$ cat config.mk
export PLATFORM = sky130hd
export DESIGN_NAME = priority_job_slot_table_top
export DESIGN_NICKNAME = d
export VERILOG_FILES = /design/src/sv/pjst_pkg.sv /design/src/sv/pjst_ram.sv /design/src/sv/priority_job_slot_table_top.sv
export SDC_FILE = /design/constraint.sdc
export NUM_CORES = 1
export LEC_CHECK = 0
export ABC_AREA = 1
export BUFFER_PORTS_ARGS = -buffer_cell sky130_fd_sc_hd__buf_2
export CAP_MARGIN = 20
export CELL_PAD_IN_SITES_DETAIL_PLACEMENT = 1
export CELL_PAD_IN_SITES_GLOBAL_PLACEMENT = 1
export CORE_UTILIZATION = 55
export CTS_CLUSTER_SIZE = 14
export DETAILED_ROUTE_END_ITERATION = 10
export PLACE_DENSITY_LB_ADDON = 0.1
export SLEW_MARGIN = 10
export SYNTH_ARGS = -nofsm -noshare
export SYNTH_HDL_FRONTEND = slang
export SYNTH_SLANG_ARGS = --single-unit
export TNS_END_PERCENT = 10
$ cat constraint.sdc
create_clock -name clk -period 9.15 [get_ports clk]
set_input_delay 0.915 -clock clk [delete_from_list [all_inputs] [get_ports clk]]
set_output_delay 0.915 -clock clk [all_outputs]
set_load 0.01 [all_outputs]
$ cat src/sv/pjst_pkg.sv
// ----------------------------------------------------------------------------
// pjst_pkg
// Shared types and constants of the priority job slot table.
// ----------------------------------------------------------------------------
package pjst_pkg;

  localparam int SLOTS     = 16;
  localparam int ID_W      = 32;
  localparam int TAG_W     = 16;
  localparam int PRI_W     = 2;
  localparam int ACT_W     = 2;
  localparam int IDX_W     = $clog2(SLOTS);
  localparam int COUNT_W   = $clog2(SLOTS + 1);

  localparam logic [PRI_W-1:0] PRI_MAX = PRI_W'(3);

  localparam logic [ACT_W-1:0] ACT_SUBMIT = 2'd0;
  localparam logic [ACT_W-1:0] ACT_POP    = 2'd1;
  localparam logic [ACT_W-1:0] ACT_QUERY  = 2'd2;

  typedef struct packed {
    logic [ID_W-1:0]  id;
    logic [PRI_W-1:0] pri;
    logic [TAG_W-1:0] tag;
  } slot_entry_t;

  localparam int ENTRY_W = $bits(slot_entry_t);

  typedef struct packed {
    logic [COUNT_W-1:0] pending_jobs;
    logic               is_done;
    logic [PRI_W-1:0]   popped_priority;
    logic [TAG_W-1:0]   popped_tag;
    logic [ID_W-1:0]    job_id;
    logic               status;
  } result_t;

  localparam int RES_W    = $bits(result_t);
  localparam int IN_FLD_W = TAG_W + PRI_W + ID_W;
  localparam int S_DATA_W = ((IN_FLD_W + 7) / 8) * 8;
  localparam int M_DATA_W = ((RES_W + 7) / 8) * 8;

endpackage

$ cat src/sv/pjst_ram.sv
// ----------------------------------------------------------------------------
// pjst_ram
// Generic single-port-write, single-read RAM with registered read data.
// ----------------------------------------------------------------------------
module pjst_ram #(
  parameter int WIDTH = 8,
  parameter int DEPTH = 16
) (
  input  logic                     clk,
  input  logic                     we,
  input  logic [$clog2(DEPTH)-1:0] waddr,
  input  logic [WIDTH-1:0]         wdata,
  input  logic [$clog2(DEPTH)-1:0] raddr,
  output logic [WIDTH-1:0]         rdata
);

  logic [WIDTH-1:0] mem [DEPTH];

  always_ff @(posedge clk) begin
    if (we) begin
      mem[waddr] <= wdata;
    end
    rdata <= mem[raddr];
  end

endmodule

$ cat src/sv/priority_job_slot_table_top.sv
// ----------------------------------------------------------------------------
// priority_job_slot_table_top
// Table of pending jobs: submit, pop by priority, query by id.
//
// Usage:
//   s_* carries one command beat: s_tuser holds the action (submit, pop,
//   query), s_tdata the tag, priority and query id. Every command gives one
//   result beat on m_*: status, job id, popped tag and priority, done flag
//   and the pending count after the command. cfg_* writes the running flag;
//   submits are refused while it is low. cfg_ready is always high.
//   Each command scans the slot table one entry per cycle through the single
//   read port of the slot RAM, then passes the drain and done states before
//   its result; a new command is taken only once the last is back in idle.
//   The result register lets the next command start while a result waits;
//   with the receiver stalled, a second finished result holds in the
//   sequencer and s_tready stays low until m_tready frees the register.
//   Reset empties the table, clears running, sets the next id to 1 and
//   drops any pending result. No clearing pass is needed after reset.
// ----------------------------------------------------------------------------
module priority_job_slot_table_top
  import pjst_pkg::*;
(
  input  logic                clk,
  input  logic                rst,
  input  logic                s_tvalid,
  output logic                s_tready,
  input  logic [S_DATA_W-1:0] s_tdata,  // job_tag, job_priority, query_id
  input  logic [ACT_W-1:0]    s_tuser,  // action
  output logic                m_tvalid,
  input  logic                m_tready,
  output logic [M_DATA_W-1:0] m_tdata,  // status, job_id, popped_tag,
                                        // popped_priority, is_done, pending_jobs
  input  logic                cfg_valid,
  output logic                cfg_ready,
  input  logic                cfg_data  // running
);

  localparam logic [1:0] ST_IDLE  = 2'd0;
  localparam logic [1:0] ST_SCAN  = 2'd1;
  localparam logic [1:0] ST_DRAIN = 2'd2;
  localparam logic [1:0] ST_DONE  = 2'd3;

  logic [1:0]         state;
  logic               running;
  logic [SLOTS-1:0]   valid;
  logic [COUNT_W-1:0] count;
  logic [ID_W-1:0]    id_ctr;
  logic [ID_W-1:0]    id_ctr_next;

  logic [ACT_W-1:0]   act;
  logic [TAG_W-1:0]   tag;
  logic [PRI_W-1:0]   pri;
  logic [ID_W-1:0]    qid;

  logic [IDX_W-1:0]   scan_idx;
  logic               eval_en;
  logic [IDX_W-1:0]   eval_idx;
  logic               found;
  logic               hit;
  logic [IDX_W-1:0]   pick_idx;
  slot_entry_t        best;
  slot_entry_t        rd;
  slot_entry_t        wr;

  logic               advance;
  logic               sub_ok;
  logic               ram_we;
  result_t            res;
  result_t            res_reg;

  assign s_tready  = (state == ST_IDLE);
  assign cfg_ready = 1'b1;
  assign advance   = (state == ST_DONE) && (!m_tvalid || m_tready);
  assign sub_ok    = running && (count < COUNT_W'(SLOTS)) && found;
  assign ram_we    = advance && (act == ACT_SUBMIT) && sub_ok;

  assign id_ctr_next = (id_ctr + 1'b1 == '0) ? ID_W'(1) : id_ctr + 1'b1;

  always_comb begin
    wr.id  = id_ctr;
    wr.pri = (pri > PRI_MAX) ? PRI_MAX : pri;
    wr.tag = tag;
  end

  pjst_ram #(
    .WIDTH(ENTRY_W),
    .DEPTH(SLOTS)
  ) u_slots (
    .clk  (clk),
    .we   (ram_we),
    .waddr(pick_idx),
    .wdata(wr),
    .raddr(scan_idx),
    .rdata(rd)
  );

  always_comb begin
    res = '0;
    res.pending_jobs = count;
    unique case (act)
      ACT_SUBMIT: begin
        if (sub_ok) begin
          res.job_id       = id_ctr;
          res.pending_jobs = count + 1'b1;
        end else begin
          res.status = 1'b1;
        end
      end
      ACT_POP: begin
        if (found) begin
          res.job_id          = best.id;
          res.popped_tag      = best.tag;
          res.popped_priority = best.pri;
          res.pending_jobs    = count - 1'b1;
        end else begin
          res.status = 1'b1;
        end
      end
      ACT_QUERY: begin
        res.is_done = !hit;
      end
      default: begin
        res.status = 1'b1;
      end
    endcase
  end

  always_ff @(posedge clk) begin
    if (rst) begin
      state    <= ST_IDLE;
      running  <= 1'b0;
      valid    <= '0;
      count    <= '0;
      id_ctr   <= ID_W'(1);
      m_tvalid <= 1'b0;
      eval_en  <= 1'b0;
      found    <= 1'b0;
      hit      <= 1'b0;
      scan_idx <= '0;
    end else begin
      if (cfg_valid && cfg_ready) begin
        running <= cfg_data;
      end
      eval_en  <= (state == ST_SCAN);
      eval_idx <= scan_idx;
      if (m_tready && !advance) begin
        m_tvalid <= 1'b0;
      end

      if (eval_en) begin
        unique case (act)
          ACT_SUBMIT: begin
            if (!valid[eval_idx] && !found) begin
              found    <= 1'b1;
              pick_idx <= eval_idx;
            end
          end
          ACT_POP: begin
            if (valid[eval_idx] && (!found || rd.pri > best.pri)) begin
              found    <= 1'b1;
              pick_idx <= eval_idx;
              best     <= rd;
            end
          end
          ACT_QUERY: begin
            if (valid[eval_idx] && rd.id == qid) begin
              hit <= 1'b1;
            end
          end
          default: begin
          end
        endcase
      end

      unique case (state)
        ST_IDLE: begin
          if (s_tvalid) begin
            act      <= s_tuser;
            tag      <= s_tdata[TAG_W-1:0];
            pri      <= s_tdata[TAG_W +: PRI_W];
            qid      <= s_tdata[TAG_W+PRI_W +: ID_W];
            found    <= 1'b0;
            hit      <= 1'b0;
            scan_idx <= '0;
            state    <= ST_SCAN;
          end
        end
        ST_SCAN: begin
          if (scan_idx == IDX_W'(SLOTS - 1)) begin
            state <= ST_DRAIN;
          end else begin
            scan_idx <= scan_idx + 1'b1;
          end
        end
        ST_DRAIN: begin
          state <= ST_DONE;
        end
        ST_DONE: begin
          if (advance) begin
            res_reg  <= res;
            m_tvalid <= 1'b1;
            state    <= ST_IDLE;
            if (act == ACT_SUBMIT && sub_ok) begin
              valid[pick_idx] <= 1'b1;
              count           <= count + 1'b1;
              id_ctr          <= id_ctr_next;
            end else if (act == ACT_POP && found) begin
              valid[pick_idx] <= 1'b0;
              count           <= count - 1'b1;
            end
          end
        end
        default: begin
          state <= ST_IDLE;
        end
      endcase
    end
  end

  assign m_tdata = {{(M_DATA_W - RES_W){1'b0}}, res_reg};

  a_count_matches: assert property (@(posedge clk) disable iff (rst)
    32'(count) == $countones(valid))
    else $error("pending count differs from occupied slots");

  a_id_nonzero: assert property (@(posedge clk) disable iff (rst)
    id_ctr != '0)
    else $error("id counter holds zero");

  a_pop_valid: assert property (@(posedge clk) disable iff (rst)
    (state == ST_DONE && act == ACT_POP && found) |-> valid[pick_idx])
    else $error("pop picked an empty slot");

  a_submit_slot: assert property (@(posedge clk) disable iff (rst)
    (state == ST_DONE && act == ACT_SUBMIT && count < COUNT_W'(SLOTS))
      |-> (found && !valid[pick_idx]))
    else $error("submit found no free slot with room left");

endmodule
==> flow_metrics.env, run 1 <==
export IMPL_grt_usage_pct=31.7
export IMPL_cts_reportedPaths_clkPinSlew_ns=0.07
export IMPL_crit_fanout=38
export IMPL_ff_latch_area_um2=31300
export IMPL_clock_fmax_mhz=252
export IMPL_clock_path_buffers=3
export IMPL_synth_ff_type="edfxtp_1"
export IMPL_rr_endpoint="u_slots.mem[11][19]"
export IMPL_outcome="finished clean"
export IMPL_cts_root_buffer="clkbuf_16"
export IMPL_cts_resized=0
export IMPL_setup_viol=0
export IMPL_hold_depth=1
export IMPL_overflow=0
export IMPL_startpoint="act[1]"
export IMPL_cp_required_ns=9.45
export IMPL_num_vias=27600
export IMPL_fin_nets=3429
export IMPL_slew_violations=0
export IMPL_port_buffers=116
export IMPL_r2r_start="act[1]"
export IMPL_multiInputGateArea_um2=9190
export IMPL_synth_top_cell_area_share_pct=69.5
export IMPL_avgSynthCellArea_um2=12.7
export IMPL_cp_arrival_ns=4.26
export IMPL_grt_pass1_wl_um=180000
export IMPL_synth_most_common_cell="edfxtp_1"
export IMPL_die_w_um=278
export IMPL_die_area_um2=77000
export IMPL_start_kind="register"
export IMPL_routedWlPerCell_um=27.6
export IMPL_die_h_um=278
export IMPL_min_period_over_period_pct=43.3
export IMPL_drc=0
export IMPL_ir_worst_vdd_mv=0.210
export IMPL_rsz0062_at_grt="no"
export IMPL_drive_gt1_share_pct=10.8
export IMPL_worst_pin_slew_ns=1.18
export IMPL_num_antenna_cells=0
export IMPL_syn_area_um2=41800
export IMPL_grt_max_degree=255
export IMPL_synth_warnings=0
export IMPL_p_leak_nw=15.2
export IMPL_rows=100
export IMPL_routed_wl_um=122000
export IMPL_r2r_slack_ns=5.19
export IMPL_slew_headroom_pct=21.3
export IMPL_fill_cells=7281
export IMPL_synth_seq_cells=1081
export IMPL_netlist_top_cells_area="edfxtp_1, dfxtp_1, o21ai_0"
export IMPL_timing_hold_ws_ns=0.399
export IMPL_postSynthCellCount=3276
export IMPL_ys_async_sr_fraction_pct=0
export IMPL_grt_pass1_vias=29000
export IMPL_synth_top_area_cell="edfxtp_1"
export IMPL_worstSetupPathType="register to register"
export IMPL_power_density_nw_per_um2=262
export IMPL_antenna_found_initial=2
export IMPL_syn_to_final_growth_pct=12.1
export IMPL_cts_sinks=1081
export IMPL_cp_end_kind="register"
export IMPL_postRouteAntennaNets=0
export IMPL_htreeDepth=3
export IMPL_core_area_um2=74800
export IMPL_ys_types=43
export IMPL_gp_congestion=0.882
export IMPL_fin_skew_ns=0.0323
export IMPL_cts_setup_buffers=0
export IMPL_io_pins=131
export IMPL_cts_hold_buffers_added=0
export IMPL_min_delay_start="s_tdata[9]"
export IMPL_hold_class="input port to register"
export IMPL_period_needed_ns=3.96
export IMPL_dp_hpwl_um=64600
export IMPL_setup_tns_final_ns=0
export IMPL_numCtsBuffers=109
export IMPL_ff2ff_path_depth=10
export IMPL_hold_viol=0
export IMPL_drt_iter0_drc=2636
export IMPL_tritoncts="done"
export IMPL_clock_latency_ns=0.69
export IMPL_drv_cap=0
export IMPL_yosys_top_cells_count="edfxtp_1, nor2_1, o21ai_0, nand2_1, clkbuf_1"
export IMPL_min_to="tag[9]"
export IMPL_avgViaCountPerCell=6.25
export IMPL_first_pass_iters=5
export IMPL_synth_edf_count=967
export IMPL_ys_seq_area_share_pct=75.0
export IMPL_initial_utilization_pct=55.8
-- where the power goes --
group	internal [mW]	switching [mW]	leakage, nW	total [mW]
Sequential	5.57	0.251	9.19	5.82
Clock	2.67	1.87	1.78	4.54
Combinational	0.559	1.36	4.26	1.92
-- sequential cells by signal, summed over array words and instances, names as in the netlist, 2 cells and up, named ones only --
| signal | cells |
|---|---|
| qid | 32 |
| u_slots.rdata | 50 |
| m_tdata | 57 |
| state | 2 |
| pri | 2 |
| pick_idx | 4 |
| count | 5 |
| act | 2 |
| scan_idx | 4 |
| u_slots.mem | 800 |
| tag | 16 |
| eval_idx | 4 |
| id_ctr | 32 |
| best | 50 |
-- worst max-delay path by stage --
stage / end / slack, ns / depth (start not counted)
CTS: u_slots.mem[11][19] / 5.22 / 10
detailed placement: u_slots.mem[8][33] / 5.09 / 9
floorplan: pick_idx[0] / 3.71 / 3
global route: u_slots.mem[11][19] / 5.06 / 10
finish: u_slots.mem[11][19] / 5.19 / 10
global placement: u_slots.mem[8][29] / 5.16 / 9
-- layout make-up --
| type | count | area share, % |
|---|---|---|
| Sequential cell | 1081 | 66.9 |
| Multi-Input combinational cell | 1863 | 19.6 |
| Clock buffer | 143 | 6.25 |
| Tap cell | 969 | 2.59 |
| Timing Repair Buffer | 155 | 1.92 |
| Clock inverter | 62 | 1.50 |
| Inverter | 145 | 1.18 |
-- layout by cell type, fill, tap and decap left out, drive strengths merged --
master,count
o21a,1
ha,10
o31ai,1
a22o,2
a211oi,18
o2111ai,1
o221ai,82
nand3,129
edfxtp,967
buf,155
or2,1
nand4,9
o211ai,27
a31oi,2
inv,147
clkinv,45
xor2,15
nand3b,3
o22ai,126
a21oi,50
conb,8
o21ai,452
nand2,355
bufinv,15
dfxtp,114
o21bai,1
a311oi,2
nor2,544
nor3,11
clkbuf,143
xnor2,12
a21o,1
-- per-stage QoR --
stage / util (%) / cells / setup slack (ns) / total power, mW / instance area, um^2
floorplan: - / 3282 / 3.71 / 7.10 / 41800
global placement: 57.7 / 4213 / 5.16 / 7.65 / 43200
detailed placement: 57.7 / 4213 / 5.09 / 7.80 / 43200
CTS: 62.6 / 4418 / 5.22 / 12.3 / 46800
global route: 62.6 / 4418 / 5.06 / 12.7 / 46800
finish: 62.6 / 4418 / 5.19 / 12.3 / 46800
-- critical path, cell delays in order (launching register included) --
cell and delay (ns):
edfxtp_1 0.45, nor2_1 0.19, nand2_1 0.09, buf_4 0.31
inv_2 0.22, nor2_2 0.09, nor2_4 0.45, nand4_1 0.30
nor2_4 0.27, buf_4 0.54, buf_4 0.64
-- cells by family (layout without fill, tap and decap cells) --
kind of cell	count (synthesis)	in the layout	share of synthesized area (%)
flip-flops	1081	1081	75.0
AND/OR/NAND/NOR	1052	1052	10.3
AO/OA/AOI/OAI	766	766	10.6
buffers and inverters	338	505	3.18
XOR/XNOR	27	27	0.566
adder cells (fa/ha/maj)	10	10	0.300
other	2	8	0.0180
-- per-layer routing --
layer,up-vias,global-route usage [%],wire [um]
li1,12100,-,-
met1,14200,40.4,48000
met2,1082,54.2,61000
met3,280,4.66,7820
met4,4,13.5,5220
met5,-,0,28
(Power assumes the default switching activity.)
==> run 2: changes to the inputs <==
--- a/config.mk
+++ b/config.mk
@@ -10,7 +10,7 @@
 export CAP_MARGIN = 20
 export CELL_PAD_IN_SITES_DETAIL_PLACEMENT = 1
 export CELL_PAD_IN_SITES_GLOBAL_PLACEMENT = 1
-export CORE_UTILIZATION = 55
+export CORE_UTILIZATION = 46
 export CTS_CLUSTER_SIZE = 14
 export DETAILED_ROUTE_END_ITERATION = 10
 export PLACE_DENSITY_LB_ADDON = 0.1
==> constraint.sdc (replaced) <==
create_clock -name clk -period 3.62 [get_ports clk]
set_input_delay 0.362 -clock clk [delete_from_list [all_inputs] [get_ports clk]]
set_output_delay 0.362 -clock clk [all_outputs]
set_load 0.01 [all_outputs]
==> run 2 against run 1 <==
Effect of this change: critical path depth up 3; clock skew down 0.013 ns; first-iteration DRC count down 16%; worst setup slack worse by 4.4 ns; non-clock buffer count up 88; global-route usage down 5.9 points; power rose to 2.5 times the previous value; clock-buffer cell count up 15; largest cell class unchanged.
==> flow_metrics.env, run 2 (synthesized netlist as in run 1, its figures left out) <==
export IMPL_period_needed_ns=2.79
export IMPL_initial_utilization_pct=46.4
export IMPL_largest_reg_flops=800
export IMPL_cp_arrival_ns=3.33
export IMPL_hold_class="input port to register"
export IMPL_cp_required_ns=4.16
export IMPL_crit_fanout=20
export IMPL_p_int_mw=22.1
export IMPL_ir_worst_vdd_mv=0.369
export IMPL_drc=0
export IMPL_finalPower_mw=31.1
export IMPL_crit_buf_inv=0
export IMPL_power_density_nw_per_um2=646
export IMPL_crit_chain="nand2_1 -> nor2_4 -> nand2_4 -> nor2_2 -> nand2_1 -> nand2_1 -> nand2_1 -> nor2_1 -> nand2_1 -> nor2_1 -> nand2_1 -> nand2_1 -> a21oi_1"
export IMPL_slowest_stage="dfxtp_1"
export IMPL_fin_skew_ns=0.0196
export IMPL_drv_cap=0
export IMPL_fill_cells=9036
export IMPL_first_pass_iters=5
export IMPL_pwr_share_seq_pct=46.9
export IMPL_numCtsBuffers=112
export IMPL_cpPeakStageDelay_ns=0.86
export IMPL_worstSetupPathType="register to register"
export IMPL_io_pins=131
export IMPL_largest_register="u_slots.mem"
export IMPL_p_clk_share_pct=36.2
export IMPL_clock_path_buffers=3
export IMPL_gp_congestion=0.848
export IMPL_die_h_um=303
export IMPL_setup_viol=0
export IMPL_cp_end_kind="register"
export IMPL_core_area_um2=90000
export IMPL_clock_fmax_mhz=359
export IMPL_drt_iter0_drc=2217
export IMPL_htreeDepth=3
export IMPL_cts_setup_buffers=0
export IMPL_cts_reportedPaths_clkPinSlew_ns=0.06
export IMPL_outcome="finished clean"
export IMPL_die_area_um2=92000
export IMPL_pwr_share_comb_pct=16.8
export IMPL_antenna_found_initial=3
export IMPL_start_kind="register"
export IMPL_cp_top_family="simple AND/OR/NAND/NOR gates"
export IMPL_cts_sinks=1081
export IMPL_drive_gt1_share_pct=11.5
export IMPL_min_period_over_period_pct=77.0
export IMPL_fin_nets=3520
export IMPL_hold_viol=0
export IMPL_slew_violations=0
export IMPL_grt_max_degree=161
export IMPL_p_sw_mw=8.98
export IMPL_worst_pin_slew_ns=0.997
export IMPL_path_common_cell="nand2_1"
export IMPL_cts_root_buffer="clkbuf_16"
export IMPL_slew_headroom_pct=33.5
export IMPL_rows=110
export IMPL_clock_latency_ns=0.69
export IMPL_tritoncts="done"
export IMPL_avgViaCountPerCell=5.77
export IMPL_routed_wl_um=119000
export IMPL_p_leak_nw=15.8
export IMPL_rsz0062_at_grt="no"
export IMPL_dp_hpwl_um=66200
export IMPL_die_w_um=303
export IMPL_overflow=0
export IMPL_final_cell_mix="edfxtp_1, nor2_1, o21ai_0"
export IMPL_routedWlPerCell_um=25.2
export IMPL_num_vias=27200
export IMPL_swShare_pct=28.9
export IMPL_grt_pass1_wl_um=175000
export IMPL_timing_hold_ws_ns=0.135
export IMPL_port_buffers=116
export IMPL_grt_pass1_vias=28300
export IMPL_grt_usage_pct=25.8
export IMPL_syn_to_final_growth_pct=15.3
export IMPL_postRouteAntennaNets=0
export IMPL_layout_commonest_cell="edfxtp_1"
-- run 2: cell types whose count changed in the layout (fill, tap and decap cells not counted), sizes merged, moves of 3 or more --
cell / before / now
buf: 155 / 188
bufinv: 15 / 7
clkbuf: 143 / 158
clkinv: 45 / 39
clkinvlp: 0 / 4
diode: 0 / 3
dlygate4sd3: 0 / 55
-- run 2: path summary, 6_finish.rpt --
check | from | endpoint | slack, ns | cells past startpoint
max reg2reg | id_ctr[3] | id_ctr[1] | 0.83 | 13
max | id_ctr[3] | id_ctr[1] | 0.83 | 13
min | s_tvalid | hit | 0.14 | 4
min reg2reg | u_slots.rdata[8] | best[8] | 0.40 | 0
-- run 2: stage by stage --
step                      utilization (%)  TNS [ns]  instances  instance area (um^2)  worst slack [ns]
after global placement               48.9         0       4453                 44000             0.934
after detailed placement             48.9         0       4453                 44000             0.870
after CTS                            53.5         0       4720                 48100             0.846
after floorplan                         -    -26.91       3282                 41800            -0.214
final                                53.5         0       4723                 48100             0.832
after global routing                 53.5         0       4720                 48100             0.661
-- run 2: layout make-up --
cell class	instances	area (um^2)	share of cell area, %
Antenna cell	3	7.51	0.0156
Clock buffer	158	3100	6.44
Clock inverter	54	489	1.02
Inverter	145	557	1.16
Multi-Input combinational cell	1863	9200	19.1
Sequential cell	1081	31300	65.1
Tap cell	1176	1470	3.06
Timing Repair Buffer	243	1980	4.12
-- run 2: power groups by stage --
| stage | Sequential, mW | Combinational [mW] | Clock, mW |
|---|---|---|---|
| 3_3_place_gp | 14.8 | 4.91 | 0 |
| 2_1_floorplan | 14.6 | 3.41 | 0 |
| 5_1_grt | 14.6 | 5.76 | 11.9 |
| 4_1_cts | 14.6 | 5.27 | 11.5 |
| 6_report | 14.6 | 5.23 | 11.3 |
| 3_5_place_dp | 14.8 | 5.19 | 0 |
-- run 2: metal layers --
metal  share of wire, %  track usage, %  wire (um)  vias to the layer above
met3                4.3            3.07       5170                      142
met1                 45            35.4      53000                    14200
met2                 49            43.5      58400                      662
met5                  0               0          0                        -
met4                1.9            6.90       2310                        0
li1                   -               -          -                    12300
-- run 2: worst register-to-register path, stage by stage, from the launching register on --
cell and delay, ns:
dfxtp_1 0.86, nand2_1 0.30, nor2_4 0.23, nand2_4 0.11
nor2_2 0.21, nand2_1 0.09, nand2_1 0.06, nand2_1 0.09
nor2_1 0.13, nand2_1 0.09, nor2_1 0.25, nand2_1 0.10
nand2_1 0.07, a21oi_1 0.06
-- run 2: timing repair --
action                                 CTS  global route
hold buffers                            55             0
endpoints found under the hold margin   54             0
resized for setup                        0             0
==> run 3: changes to the inputs <==
--- a/config.mk
+++ b/config.mk
@@ -10,7 +10,7 @@
 export CAP_MARGIN = 20
 export CELL_PAD_IN_SITES_DETAIL_PLACEMENT = 1
 export CELL_PAD_IN_SITES_GLOBAL_PLACEMENT = 1
-export CORE_UTILIZATION = 46
+export CORE_UTILIZATION = 51
 export CTS_CLUSTER_SIZE = 14
 export DETAILED_ROUTE_END_ITERATION = 10
 export PLACE_DENSITY_LB_ADDON = 0.1
==> constraint.sdc (replaced) <==
create_clock -name clk -period 2.6 [get_ports clk]
set_input_delay 0.26 -clock clk [delete_from_list [all_inputs] [get_ports clk]]
set_output_delay 0.26 -clock clk [all_outputs]
set_load 0.01 [all_outputs]
==> run 3 against run 2 <==
Effect of this change: the flow now finishes with violations (DRC); sequential share of layout area fell by 0.74 points; global-route usage rose by 4.3 points; final cell count fell by 1.4%; via count rose by 3.2%; cell area rose by 1.1%; worst setup slack got worse by 0.72 ns; die area fell by 9.7%; highest routed layer is now met5.
==> flow_metrics.env, run 3 (synthesized netlist as in run 1, its figures left out) <==
export IMPL_slew_headroom_pct=47.8
export IMPL_first_pass_iters=10
export IMPL_clock_path_buffers=3
export IMPL_num_vias=28100
export IMPL_cts_root_buffer="clkbuf_16"
export IMPL_setup_viol=0
export IMPL_port_buffers=116
export IMPL_cts_sinks=1081
export IMPL_pwr_share_seq_pct=46.2
export IMPL_place_area_um2=44400
export IMPL_layout_commonest_cell="edfxtp_1"
export IMPL_largest_reg_flops=800
export IMPL_placed_cells=4388
export IMPL_cp_top_family="simple AND/OR/NAND/NOR gates"
export IMPL_ff2ff_path_depth=8
export IMPL_hold_viol=0
export IMPL_min_period_over_period_pct=95.8
export IMPL_crit_chain="nor3_2 -> nand2_2 -> inv_4 -> nor2_2 -> nor2_4 -> nand4_1 -> nor2_4 -> buf_8"
export IMPL_outcome="finished, violations left"
export IMPL_overflow=0
export IMPL_clock_latency_ns=0.70
export IMPL_wl_met2_um=60800
export IMPL_multiInputGateArea_um2=9210
export IMPL_swShare_pct=29.2
export IMPL_slew_violations=0
export IMPL_crit_fanout=25
export IMPL_postLayoutCellArea_um2=48700
export IMPL_numCtsBuffers=110
export IMPL_routedWlPerCell_um=26.8
export IMPL_final_cell_mix="edfxtp_1, nor2_1, o21ai_0"
export IMPL_min_to="eval_en"
export IMPL_start_kind="register"
export IMPL_p_int_mw=31.1
export IMPL_rows=104
export IMPL_hold_depth=2
export IMPL_timing_hold_ws_ns=0.0945
export IMPL_grt_usage_pct=30.0
export IMPL_worst_pin_slew_ns=0.783
export IMPL_r2r_slack_ns=0.11
export IMPL_power_density_nw_per_um2=903
export IMPL_drv_cap=0
export IMPL_htreeDepth=3
export IMPL_fill_cells=7876
export IMPL_p_sw_mw=12.9
export IMPL_num_antenna_cells=0
export IMPL_fin_nets=3573
export IMPL_die_area_um2=83000
export IMPL_largest_register="u_slots.mem"
export IMPL_drt_iter0_drc=2487
export IMPL_period_needed_ns=2.49
export IMPL_cp_arrival_ns=2.85
export IMPL_violations="DRC"
export IMPL_fin_skew_ns=0.0325
export IMPL_fin_util_pct=60.3
export IMPL_grt_max_degree=95
export IMPL_cp_end_kind="register"
export IMPL_dp_hpwl_um=71700
export IMPL_postRouteAntennaNets=0
export IMPL_die_h_um=288
export IMPL_crit_buf_inv=2
export IMPL_cts_reportedPaths_clkPinSlew_ns=0.06
export IMPL_finalPower_mw=44.0
export IMPL_die_w_um=288
export IMPL_grt_pass1_vias=29600
export IMPL_r2r_start="count[4]"
export IMPL_syn_to_final_growth_pct=16.6
export IMPL_pwr_share_comb_pct=17.4
export IMPL_hold_class="input port to register"
export IMPL_rr_endpoint="u_slots.mem[3][46]"
export IMPL_tritoncts="done"
export IMPL_ir_worst_vdd_mv=0.753
export IMPL_io_pins=131
export IMPL_cpPeakStageDelay_ns=0.36
export IMPL_core_area_um2=80800
export IMPL_ff_latch_area_um2=31300
export IMPL_wl_met1_um=52100
export IMPL_clock_fmax_mhz=402
export IMPL_fin_cells=4656
export IMPL_routed_wl_um=125000
export IMPL_slowest_stage="buf_8"
export IMPL_gp_congestion=0.897
export IMPL_p_leak_nw=16.1
export IMPL_min_delay_start="rst"
export IMPL_drc=8
export IMPL_worstSetupPathType="register to register"
export IMPL_initial_utilization_pct=51.7
export IMPL_cp_required_ns=2.96
export IMPL_path_common_cell="nor2_4"
export IMPL_antenna_found_initial=6
export IMPL_avgViaCountPerCell=6.04
export IMPL_p_clk_share_pct=36.4
export IMPL_drive_gt1_share_pct=13.0
export IMPL_dr_wl_met3_um=8420
export IMPL_topRoutingLayerUsed="met5"
export IMPL_grt_pass1_wl_um=184000
run 3: changes by cell type in the layout (fill, tap and decap cells not counted), moves of 3 or more:
cell / previous run / this run
buf_4: 47 / 83
clkinv_1: 16 / 21
inv_6: 4 / 1
diode_2: 3 / 0
bufinv_16: 7 / 11
clkbuf_1: 36 / 25
buf_12: 25 / 39
clkinv_16: 0 / 3
clkinv_2: 22 / 26
run 3: per-layer routing:
metal	vias up	GRT usage, %
met2	1026	50.3
li1	12300	-
met3	233	3.61
met5	-	0
met1	14500	41.1
met4	6	9.63
run 3: cell type report:
cell class | count | area share [%]
Tap cell | 1060 | 2.72
Inverter | 145 | 1.14
Sequential cell | 1081 | 64.4
Clock inverter | 67 | 1.45
Timing Repair Buffer | 298 | 5.36
Multi-Input combinational cell | 1863 | 18.9
Clock buffer | 142 | 6.07
run 3: how the worst max path moves through the flow:
stage | from | to | slack, ns | depth (start not counted)
2_1_floorplan | eval_idx[0] | pick_idx[0] | -0.47 | 10
3_3_place_gp | act[1] | id_ctr[1] | 0.15 | 8
3_5_place_dp | count[4] | id_ctr[1] | 0.10 | 8
4_1_cts | count[4] | id_ctr[1] | 0.08 | 8
5_1_grt | act[1] | u_slots.mem[3][46] | -0.03 | 8
6_report | count[4] | u_slots.mem[3][46] | 0.11 | 8
run 3: power by group through the flow:
stage          registers (mW)  clock network, mW  logic [mW]
6_report                 20.3               16.0        7.63
5_1_grt                  20.4               16.8        8.37
4_1_cts                  20.3               16.2        7.63
3_5_place_dp             20.7                  0        7.43
3_3_place_gp             20.6                  0        6.97
2_1_floorplan            20.3                  0        4.75
run 3: per-stage QoR:
stage / setup WS (ns) / setup TNS [ns]
floorplan: -0.468 / -86.84
global placement: 0.146 / 0
detailed placement: 0.101 / 0
CTS: 0.0808 / 0
global route: -0.0262 / -0.454
finish: 0.110 / 0
run 3: timing repair:
item	CTS	global route
endpoints found under the hold margin	58	0
endpoints found under the setup margin	0	109
hold buffers	56	0
buffers inserted	0	1
gates resized for setup	0	8
